## config.mk

```make
export PLATFORM = sky130hd
export DESIGN_NAME = selective_repeat_frame_builder_core
export DESIGN_NICKNAME = d
export VERILOG_FILES = /design/src/rtl/srf_pkg.sv /design/src/rtl/srf_ram.sv /design/src/rtl/srf_ctrl.sv /design/src/rtl/srf_dpath.sv /design/src/rtl/selective_repeat_frame_builder_core.sv
export SDC_FILE = /design/constraint.sdc
export NUM_CORES = 1
export LEC_CHECK = 0
export BUFFER_PORTS_ARGS = -buffer_cell sky130_fd_sc_hd__buf_2
export CORE_UTILIZATION = 40
export CTS_BUF_LIST = sky130_fd_sc_hd__clkbuf_16
export DETAILED_ROUTE_END_ITERATION = 8
export GPL_TIMING_DRIVEN = 0
export HOLD_SLACK_MARGIN = 0.02
export PLACE_DENSITY = 0.66
export SLEW_MARGIN = 20
export SYNTH_ARGS = -nofsm -noshare
export SYNTH_HDL_FRONTEND = slang
export SYNTH_SLANG_ARGS = --single-unit
```

## constraint.sdc

```tcl
create_clock -name clk -period 4.4 [get_ports clk]
set_clock_uncertainty 0.1 [all_clocks]
set_input_delay 1.1 -clock clk [delete_from_list [all_inputs] [get_ports clk]]
set_output_delay 1.1 -clock clk [all_outputs]
set_load 0.05 [all_outputs]
```

## src/rtl/srf_pkg.sv

```systemverilog
// shared constants, types and helpers for the selective-repeat frame builder
// no dependencies; imported by srf_ctrl, srf_dpath and the top level, not by srf_ram

package srf_pkg;

  localparam int MAX_WINDOW = 32;
  localparam int SEQ_BITS   = 16;
  localparam int SLOT_AW    = $clog2(MAX_WINDOW);
  localparam int CNT_W      = SLOT_AW + 1;
  localparam int NNS_W      = SEQ_BITS + 1;
  localparam int LOSS_W     = 32;
  localparam int WIN_W      = 6;
  localparam int CFG_IDX_W  = 1;
  localparam int CFG_DATA_W = 16;

  localparam logic [WIN_W-1:0]    WINDOW_RESET = WIN_W'(4);
  localparam logic [SEQ_BITS-1:0] TOTAL_RESET  = SEQ_BITS'(20);

  typedef enum logic [CFG_IDX_W-1:0] {
    REG_WINDOW_SIZE   = 1'b0,
    REG_TOTAL_PACKETS = 1'b1
  } cfg_reg_t;

  // controller -> datapath
  typedef struct packed {
    logic load;
    logic scan;
    logic emit_re;
    logic emit_new;
    logic emit_done;
    logic commit;
  } srf_cmd_t;

  // datapath -> controller
  typedef struct packed {
    logic rem_any;
    logic rd_v;
    logic fresh_ok;
    logic fresh_last;
    logic cnt_zero;
  } srf_stat_t;

  // index of lowest set bit
  function automatic logic [SLOT_AW-1:0] low_index(input logic [LOSS_W-1:0] v);
    logic [SLOT_AW-1:0] idx;
    idx = '0;
    for (int k = LOSS_W - 1; k >= 0; k--) begin
      if (v[k]) idx = SLOT_AW'(k);
    end
    return idx;
  endfunction

endpackage

```

## src/rtl/srf_ram.sv

```systemverilog
// generic single-write, single-read ram with registered read data
// no dependencies

module srf_ram #(
  parameter int WIDTH = 16,
  parameter int DEPTH = 32
) (
  input  logic                     clk,
  input  logic                     we,
  input  logic [$clog2(DEPTH)-1:0] waddr,
  input  logic [WIDTH-1:0]         wdata,
  input  logic                     re,
  input  logic [$clog2(DEPTH)-1:0] raddr,
  output logic [WIDTH-1:0]         rdata
);

  logic [WIDTH-1:0] mem [DEPTH];

  always_ff @(posedge clk) begin
    if (we) mem[waddr] <= wdata;
    if (re) rdata <= mem[raddr];
  end

endmodule

```

## src/rtl/srf_ctrl.sv

```systemverilog
// controller fsm: sequences resend scan, fresh fill and done beat
// depends on srf_pkg

module srf_ctrl
  import srf_pkg::*;
(
  input  logic      clk,
  input  logic      rst_n,
  input  logic      start,
  output logic      busy,
  input  srf_stat_t stat,
  output srf_cmd_t  cmd
);

  typedef enum logic [1:0] {
    S_IDLE,
    S_RESEND,
    S_FRESH,
    S_DONE
  } state_t;

  state_t state_r, state_nxt;

  assign busy = (state_r != S_IDLE);

  always_comb begin
    state_nxt = state_r;
    cmd       = '0;
    unique case (state_r)
      S_IDLE: begin
        if (start) begin
          cmd.load  = 1'b1;
          state_nxt = S_RESEND;
        end
      end
      S_RESEND: begin
        cmd.scan    = stat.rem_any;
        cmd.emit_re = stat.rd_v;
        if (!stat.rem_any && !stat.rd_v) begin
          priority if (stat.fresh_ok) begin
            state_nxt = S_FRESH;
          end else if (stat.cnt_zero) begin
            state_nxt = S_DONE;
          end else begin
            cmd.commit = 1'b1;
            state_nxt  = S_IDLE;
          end
        end
      end
      S_FRESH: begin
        cmd.emit_new = 1'b1;
        if (stat.fresh_last) begin
          cmd.commit = 1'b1;
          state_nxt  = S_IDLE;
        end
      end
      S_DONE: begin
        cmd.emit_done = 1'b1;
        cmd.commit    = 1'b1;
        state_nxt     = S_IDLE;
      end
      default: state_nxt = S_IDLE;
    endcase
  end

  always_ff @(posedge clk) begin
    if (!rst_n) begin
      state_r <= S_IDLE;
    end else begin
      state_r <= state_nxt;
    end
  end

endmodule

```

## src/rtl/srf_dpath.sv

```systemverilog
// datapath: config registers, frame slot store, counters, result beat
// depends on srf_pkg and srf_ram

module srf_dpath
  import srf_pkg::*;
(
  input  logic                  clk,
  input  logic                  rst_n,
  input  logic                  cfg_valid,
  input  logic [CFG_IDX_W-1:0]  cfg_index,
  input  logic [CFG_DATA_W-1:0] cfg_wdata,
  input  logic [LOSS_W-1:0]     in_loss_map,
  input  srf_cmd_t              cmd,
  output srf_stat_t             stat,
  output logic                  out_valid,
  output logic [SEQ_BITS-1:0]   out_seq_number,
  output logic                  out_is_retransmit,
  output logic                  out_all_done,
  output logic                  out_last_in_frame
);

  logic [WIN_W-1:0]    win_r;
  logic [SEQ_BITS-1:0] total_r;
  logic [CNT_W-1:0]    frame_len_r;
  logic [NNS_W-1:0]    nns_r, nns_nxt;
  logic [CNT_W-1:0]    count_r, count_nxt;
  logic [LOSS_W-1:0]   rem_r, rem_nxt;
  logic                rd_v_r;

  logic [WIN_W-1:0]    win_eff;
  logic [LOSS_W-1:0]   len_mask;
  logic [SLOT_AW-1:0]  scan_idx;
  logic [SEQ_BITS-1:0] ram_rdata;
  logic                ram_we;
  logic [SEQ_BITS-1:0] ram_wdata;
  logic                room_after;

  always_comb begin
    priority if (win_r == '0) win_eff = WIN_W'(1);
    else if (win_r > WIN_W'(MAX_WINDOW)) win_eff = WIN_W'(MAX_WINDOW);
    else win_eff = win_r;
  end

  assign len_mask = LOSS_W'((33'd1 << frame_len_r) - 33'd1);
  assign scan_idx = low_index(rem_r);

  // room for one more slot after the current one
  assign room_after = ({1'b0, count_r} + (CNT_W + 1)'(1)) < (CNT_W + 1)'(win_eff);

  assign stat.rem_any    = (rem_r != '0);
  assign stat.rd_v       = rd_v_r;
  assign stat.fresh_ok   = ({1'b0, count_r} < (CNT_W + 1)'(win_eff))
                         && (nns_r < NNS_W'(total_r));
  assign stat.fresh_last = !(room_after && ((nns_r + NNS_W'(1)) < NNS_W'(total_r)));
  assign stat.cnt_zero   = (count_r == '0);

  always_comb begin
    rem_nxt   = rem_r;
    count_nxt = count_r;
    nns_nxt   = nns_r;
    if (cmd.load) begin
      rem_nxt   = in_loss_map & len_mask;
      count_nxt = '0;
    end
    if (cmd.scan) rem_nxt = rem_r & ~(LOSS_W'(1) << scan_idx);
    if (cmd.emit_re || cmd.emit_new) count_nxt = count_r + CNT_W'(1);
    if (cmd.emit_new) nns_nxt = nns_r + NNS_W'(1);
  end

  assign ram_we    = cmd.emit_re || cmd.emit_new;
  assign ram_wdata = cmd.emit_re ? ram_rdata : nns_r[SEQ_BITS-1:0];

  srf_ram #(
    .WIDTH(SEQ_BITS),
    .DEPTH(MAX_WINDOW)
  ) u_slots (
    .clk  (clk),
    .we   (ram_we),
    .waddr(count_r[SLOT_AW-1:0]),
    .wdata(ram_wdata),
    .re   (cmd.scan),
    .raddr(scan_idx),
    .rdata(ram_rdata)
  );

  always_comb begin
    out_valid         = cmd.emit_re || cmd.emit_new || cmd.emit_done;
    out_seq_number    = '0;
    out_is_retransmit = 1'b0;
    out_all_done      = 1'b0;
    out_last_in_frame = 1'b0;
    if (cmd.emit_re) begin
      out_seq_number    = ram_rdata;
      out_is_retransmit = 1'b1;
      out_last_in_frame = !stat.rem_any
                        && !(room_after && (nns_r < NNS_W'(total_r)));
    end else if (cmd.emit_new) begin
      out_seq_number    = nns_r[SEQ_BITS-1:0];
      out_last_in_frame = stat.fresh_last;
    end else if (cmd.emit_done) begin
      out_all_done      = 1'b1;
      out_last_in_frame = 1'b1;
    end
  end

  always_ff @(posedge clk) begin
    if (!rst_n) begin
      win_r       <= WINDOW_RESET;
      total_r     <= TOTAL_RESET;
      frame_len_r <= '0;
      nns_r       <= '0;
      count_r     <= '0;
      rem_r       <= '0;
      rd_v_r      <= 1'b0;
    end else begin
      if (cfg_valid) begin
        unique case (cfg_index)
          REG_WINDOW_SIZE:   win_r   <= cfg_wdata[WIN_W-1:0];
          REG_TOTAL_PACKETS: total_r <= cfg_wdata[SEQ_BITS-1:0];
          default: ;
        endcase
      end
      rem_r   <= rem_nxt;
      count_r <= count_nxt;
      nns_r   <= nns_nxt;
      rd_v_r  <= cmd.scan;
      if (cmd.commit) frame_len_r <= count_nxt;
    end
  end

endmodule

```

## src/rtl/selective_repeat_frame_builder_core.sv

```systemverilog
// top level of the selective-repeat sender frame builder
// depends on srf_pkg, srf_ctrl, srf_dpath (which holds srf_ram)

// usage
//   input channel: a loss report beat (in_loss_map) is taken on a clock edge
//   with start high and busy low; bit i flags slot i of the last frame as lost
//   result channel: out_valid marks each result beat for one cycle; the
//   receiver cannot stall, every strobed beat is final
//   config channel: cfg_valid with cfg_index / cfg_wdata; cfg_ready is always
//   high, write only while busy is low
// timing
//   lost slots are found with a priority encoder and read from the slot ram
//   one per cycle, overlapped with the previous beat; fresh numbers then
//   follow one per cycle; an empty frame gives a single done beat in the
//   cycle after the scan ends
//   steps from accept: load, resend scan and reads, a final resend check,
//   then fresh numbers or the done beat, then back to idle
//   busy stays high until the last beat has gone out, and after a frame of
//   only resends also through the final resend check
// reset
//   synchronous active-low; stored frame empty, next fresh number zero,
//   window 4, total 20; slot ram contents are not cleared (never read unset)

module selective_repeat_frame_builder_core
  import srf_pkg::*;
(
  input  logic                  clk,
  input  logic                  rst_n,
  input  logic                  start,
  output logic                  busy,
  input  logic [LOSS_W-1:0]     in_loss_map,
  output logic                  out_valid,
  output logic [SEQ_BITS-1:0]   out_seq_number,
  output logic                  out_is_retransmit,
  output logic                  out_all_done,
  output logic                  out_last_in_frame,
  input  logic                  cfg_valid,
  output logic                  cfg_ready,
  input  logic [CFG_IDX_W-1:0]  cfg_index,
  input  logic [CFG_DATA_W-1:0] cfg_wdata
);

  srf_cmd_t  cmd;
  srf_stat_t stat;

  // config regs take a write in any cycle
  assign cfg_ready = 1'b1;

  srf_ctrl u_ctrl (
    .clk  (clk),
    .rst_n(rst_n),
    .start(start),
    .busy (busy),
    .stat (stat),
    .cmd  (cmd)
  );

  srf_dpath u_dpath (
    .clk              (clk),
    .rst_n            (rst_n),
    .cfg_valid        (cfg_valid),
    .cfg_index        (cfg_index),
    .cfg_wdata        (cfg_wdata),
    .in_loss_map      (in_loss_map),
    .cmd              (cmd),
    .stat             (stat),
    .out_valid        (out_valid),
    .out_seq_number   (out_seq_number),
    .out_is_retransmit(out_is_retransmit),
    .out_all_done     (out_all_done),
    .out_last_in_frame(out_last_in_frame)
  );

endmodule

```

==> flow_summary.ini, run 1 <==
[clocking]
htreeDepth = 3
cts_root_buf = clkbuf_16
clkTransAtPathRegs_ps = 50
cts_made_buffers = 68
clock_latency_ps = 620
cts_tree = yes
clock-sinks = 614
clock_path_buffers = 3

[power_and_ir_drop]
ir_drop_mv = 0.236
power.leakage_nw = 11.4
power_mw = 12.2
power.density_nw_per_um2 = 390

[route]
routed_wl_um = 82200
viasPerCell = 5.86
drt_iter0_markers = 2159
wire_per_inst_um = 25.6
firstDrtPassIters = 9
drc = 5
vias = 18800
antenna_left = 0

[logic_synthesis]
ys_types = 83
ys_top_cells_by_area = edfxtp_1, dfxtp_1, nand2_1
netlist_area_um2 = 26900
yosys_warnings = 0
synth_cells = 2119
synth-edff-count = 528
synthFlopType = edfxtp_1
synth-seq-cells = 614
ys_async_sr_fraction_pct = 0
ys_top_cells_by_count = edfxtp_1, nand2_1, mux2i_1, nand3_1, nor2_1
synth_nets = 2218
synth_top_area_share_pct = 58.9
postSynthAreaPerCell_um2 = 12.7
yosysTopAreaCell = edfxtp_1
ys_seq_area_share_pct = 65.3
yosysMostFrequentCell = edfxtp_1

[setup_path]
r2r-end = u_dpath.u_slots.rdata[4]
cpMostUsedCell = and3_4
worstPathMaxFanout = 5
ff2ff_path_depth = 9
cp_cell_sequence = ha_4, and3_4, and3_4, nand3_4, nor2_4, and3_4, xnor2_2, ha_2, nor4_4, nand3_1, nor3_2, nor3_2, o41ai_2, buf_4, o31ai_4, buf_6
crit_type = register to primary output
endpoint = out_last_in_frame
crit_path_end_kind = primary output
reg2reg_slack_ps = 180
crit_arrival_ps = 3590
cp-start-kind = register
cp.required_ps = 3200
r2r-start = u_dpath.rem_r[8]
cpMaxStageDelayCell = dfxtp_4
max_stage_delay_ps = 390
critical_path.startpoint = u_dpath.nns_r[0]

[sta]
slew_headroom_pct = 20.4
hold_viol_final = 0
timing.final.crit_period_ps = 4790
finalCritPeriodShare_pct = 109
max_freq_mhz = 209
slew_violations = 0
setup_viol = 1
rsz0062_at_grt = true
worst_pin_slew_ps = 1190
layout_setup_ws_ps = -392

[finish]
fillers = 5830
fin_area_um2 = 31400
final_nets = 2407
fin_util_pct = 47.3
syn_to_final_growth_pct = 16.5
multi_input_area_um2 = 8870
n_antenna_cell = 0
drive_gt1_share_pct = 16.4
seq_area_um2 = 17600

[job]
maxCapViolCount = 0

[grt]
grt_pass1_wl_um = 120000
use_met3_pct = 4.73
grt.busiest_layer = met2
gr-total-overflow = 0
grt_usage_pct = 24.0
antenna_found_initial = 2
grt.met1_usage_pct = 30.9
grt_max_degree = 33
grt_pass1_vias = 18300
use_met2_pct = 39.4

[floorplanning]
rows = 94
pin_count = 75
die-area_um2 = 68300
die_h_um = 261
chipWidth_um = 261
coreArea_um2 = 66200
start_util_pct = 40.6

[run_status]
violations = DRC, setup timing
outcome = finished, violations left

[place]
numPortBuffers = 73
place_ws_ps = -697
gp_congestion = 0.917
dpl_cell_area_um2 = 28900
place_hpwl_um = 57200

[min_path]
hold_path.class = register to register
cell families (layout without fill, tap and decap cells):
kind of cell | count (synthesis) | count (layout) | synth area share [%]
xor gates and xnor gates | 35 | 35 | 1.14
buffers and inverters | 169 | 403 | 2.85
adders and majority gates | 46 | 46 | 2.14
AOI/OAI and AO/OA | 391 | 391 | 10.9
other | 1 | 1 | 0.0139
muxes | 150 | 150 | 5.79
and+or+nand+nor | 713 | 713 | 11.9
DFF | 614 | 614 | 65.3
through the flow:
step           hold slack, ps  std cells  setup TNS [ps]
6_report                  363       3217            -392
2_1_floorplan             343       2119               0
3_5_place_dp              362       3081            -697
5_1_grt                   393       3217            -513
4_1_cts                   369       3214            -378
3_3_place_gp              356       3056          -23390
placed cells by master (no fill, tap or decap), drive strengths merged, types with 6 or more instances in the layout:
cell type  instances
a22o              15
nand2b             6
a221oi            19
xor2              14
a22oi             35
a2111oi            8
nor4              13
a32oi             27
a21boi            49
o211ai            34
dfxtp             86
o2111ai           10
a31oi             21
clkinv            23
o31ai              7
nor2              94
o21ai             53
a211oi             6
a21oi             30
o22ai             12
o311ai            17
xnor2             21
buf              169
mux2              25
and3              10
clkbuf           143
edfxtp           528
nand4             24
nand2            365
nor2b             14
a31o               8
and2              26
inv               62
nand3            117
nor3              21
o21a               6
ha                46
mux2i            123
a41oi              7
worst max-delay path: cells and delay by family, from the launching register on:
kind	cells	cell delay, ps
compound gates	2	390
xor+xnor	1	70
fa+ha+maj	2	350
buf+inv	2	370
flops	1	390
simple gates	9	1400
how the worst min path moves through the flow:
stage,start,endpoint,slack [ps],cells after the start
2_1_floorplan,u_dpath.total_r[10],u_dpath.total_r[10],340,2
3_3_place_gp,u_dpath.total_r[3],u_dpath.total_r[3],360,2
3_5_place_dp,u_dpath.total_r[11],u_dpath.total_r[11],360,2
4_1_cts,u_dpath.total_r[11],u_dpath.total_r[11],370,2
5_1_grt,u_dpath.total_r[3],u_dpath.total_r[3],390,2
6_report,u_dpath.total_r[11],u_dpath.total_r[11],360,2
routing by layer:
layer	wire (um)	vias up	part of all wire [%]
li1	-	8387	-
met1	32700	9289	40
met2	38900	969	47
met3	6870	187	8.4
met4	3760	4	4.6
met5	31	-	0.038
where the power goes:
group / switching, mW / internal, mW / leakage, nW
clock: 2.33 / 3.10 / 1.08
sequential: 0.0191 / 6.28 / 5.28
combinational: 0.350 / 0.150 / 5.05
final cells by class:
class                   count  share of cell area (%)
repair buffers            119                    2.80
clock buffers              69                    5.51
flip-flops and latches    614                    56.1
inverters                  44                   0.527
clock inverters            46                    1.21
multi-input cells        1336                    28.3
well taps                 864                    3.45
plain buffers             125                    2.06
repair_timing:
action	CTS	global route
hold buffers	0	0
hold endpoints to repair	0	0
endpoints found under the setup margin	3	15
gates resized for setup	45	18
cloned	0	0
pin swaps	12	6
setup buffers	18	3
flip-flops by register name, summed over array words and instances, names as in the netlist, 6 cells and up:
signal,cells
u_dpath.nns_r,17
u_dpath.count_r,6
u_dpath.u_slots.mem,512
u_dpath.rem_r,32
u_dpath.total_r,16
u_dpath.win_r,6
u_dpath.u_slots.rdata,16
u_dpath.frame_len_r,6
Note: power is estimated with default switching activity, not from simulation.
==> inputs of run 2 (changes only) <==
--- a/config.mk
+++ b/config.mk
@@ -15,4 +15,5 @@
 export SLEW_MARGIN = 20
 export SYNTH_ARGS = -nofsm -noshare
 export SYNTH_HDL_FRONTEND = slang
+export SYNTH_HIERARCHICAL = 1
 export SYNTH_SLANG_ARGS = --single-unit
==> flow_summary.ini, run 2 <==
[logic_synthesis]
synth_nets = 2085
ys_types = 90
yosysMostFrequentCell = edfxtp_1
netlist_area_um2 = 27200
yosysTopAreaCell = edfxtp_1
synth_top_area_share_pct = 58.3
ys_seq_area_share_pct = 64.6
synth_cells = 1988
postSynthAreaPerCell_um2 = 13.7
ys_top_cells_by_count = edfxtp_1, mux2i_1, nand2_1, nor2_1, a21oi_1
synthFlopType = edfxtp_1
synth-seq-cells = 614
ys_top_cells_by_area = edfxtp_1, mux2i_1, dfxtp_1
ys_async_sr_fraction_pct = 0
synth-edff-count = 528
yosys_warnings = 6

[setup_path]
critical_path.startpoint = u_dpath/nns_r[0]
crit_type = register to primary output
cpMaxStageDelayCell = a311o_1
crit_arrival_ps = 3690
ff2ff_path_depth = 10
max_stage_delay_ps = 410
cpMostUsedCell = buf_4
reg2reg_slack_ps = 160
cp.required_ps = 3200
endpoint = out_last_in_frame
r2r-start = u_dpath/rem_r[4]
crit_path_end_kind = primary output
worstPathMaxFanout = 3
cp_cell_sequence = buf_4, nand3_2, nor2_4, buf_4, and3_4, xor2_1, ha_1, a21o_1, a211o_1, o311ai_2, nand4b_1, a311o_1, buf_6
cp-start-kind = register
r2r-end = u_dpath/rem_r[2]

[clocking]
clkTransAtPathRegs_ps = 60
cts_tree = yes
clock_path_buffers = 3
cts_hold_buf = 0
clock_latency_ps = 640
cts_made_buffers = 61
clock-sinks = 614
cts_root_buf = clkbuf_16
htreeDepth = 2

[place]
dp.cells = 2944
dpl_cell_area_um2 = 28900
numPortBuffers = 73
gp_congestion = 0.938
place_ws_ps = -678
place_hpwl_um = 49300

[route]
firstDrtPassIters = 6
drc = 0
vias = 17400
antenna_left = 0
wire_per_inst_um = 23.4
routed_wl_um = 71700
drt_iter0_markers = 1638
viasPerCell = 5.67

[sta]
finalCritPeriodShare_pct = 111
hold_viol_final = 0
layout_setup_ws_ps = -493
slew_violations = 0
slew_headroom_pct = 37.3
tns_ps = -493
setup_viol = 1
timing.final.crit_period_ps = 4890
max_freq_mhz = 204
rsz0062_at_grt = true
worst_pin_slew_ps = 939

[floorplanning]
pin_count = 75
start_util_pct = 40.5
die_h_um = 263
die-area_um2 = 69100
coreArea_um2 = 67300
rows = 95
chipWidth_um = 263

[finish]
largest_reg_flops = 512
final_common_cell = edfxtp_1
syn_to_final_growth_pct = 14.5
biggestRegsByFlops = u_dpath/u_slots/mem x512, u_dpath/rem_r x32, u_dpath/nns_r x17
final_nets = 2244
n_antenna_cell = 0
stdcell_count = 3066
fillers = 5859
final_cell_mix = edfxtp_1, mux2i_1, nand2_1
fin_area_um2 = 31200
drive_gt1_share_pct = 16.6
top_register = u_dpath/u_slots/mem

[grt]
grt_max_degree = 34
grt_pass1_wl_um = 106000
grt_pass1_vias = 16800
gr-total-overflow = 0
grt_usage_pct = 20.3
antenna_found_initial = 0

[min_path]
hold_path.class = register to register

[job]
maxCapViolCount = 0

[run_status]
violations = setup timing
outcome = finished, violations left
[run 2: critical path: cells and delay by family, from the launching register on]
kind / cells / cell delay [ps]
xor gates and xnor gates: 1 / 160
AOI/OAI and AO/OA: 4 / 1200
adders and majority gates: 1 / 260
and+or+nand+nor: 4 / 630
buffers and inverters: 3 / 430
DFF: 1 / 390
[run 2: through the flow]
stage	util, %	hold WS, ps
2_1_floorplan	-	336
3_3_place_gp	42.6	349
3_5_place_dp	42.9	354
4_1_cts	46.2	362
5_1_grt	46.3	384
6_report	46.3	361
[run 2: what timing repair did]
item	4_1_cts	5_1_grt
buffers inserted	15	1
gates resized for setup	44	14
setup endpoints to repair	24	4
endpoints found under the hold margin	0	0
pin swaps	13	8
[run 2: cell families after synthesis]
logic type,after synthesis,synth area share [%]
AO/OA/AOI/OAI,376,9.62
XOR/XNOR,41,1.32
adder cells (fa/ha/maj),44,2.02
buffers and inverters,159,3.33
flip-flops,614,64.6
multiplexers,278,10.3
other,1,0.0138
AND/OR/NAND/NOR,475,8.82
[run 2: metal layers]
layer | global-route usage (%) | routed length, um
met5 | 0 | 0
met4 | 7.59 | 2530
met3 | 2.67 | 4200
met2 | 32.6 | 33200
met1 | 28.1 | 31800
[run 2: worst min path at each step]
stage               cells after the start           startpoint             endpoint
floorplan                               2  u_dpath/total_r[10]  u_dpath/total_r[10]
global placement                        2   u_dpath/total_r[5]   u_dpath/total_r[5]
detailed placement                      2   u_dpath/total_r[5]   u_dpath/total_r[5]
CTS                                     2   u_dpath/total_r[5]   u_dpath/total_r[5]
global route                            2   u_dpath/total_r[6]   u_dpath/total_r[6]
finish                                  2   u_dpath/total_r[5]   u_dpath/total_r[5]
[run 2: cell type report]
type | count | area, um2 | share of cell area (%)
Buffer | 112 | 737 | 2.37
Clock buffer | 62 | 1550 | 4.98
Clock inverter | 47 | 419 | 1.35
Inverter | 44 | 173 | 0.554
Multi-Input combinational cell | 1215 | 8960 | 28.8
Sequential cell | 614 | 17600 | 56.5
Tap cell | 873 | 1090 | 3.51
Timing Repair Buffer | 99 | 619 | 1.99
Power of run 2 is left out: the tool's default activity adds up to more than one toggle a clock period on the data nets, which glitch-free logic cannot reach.
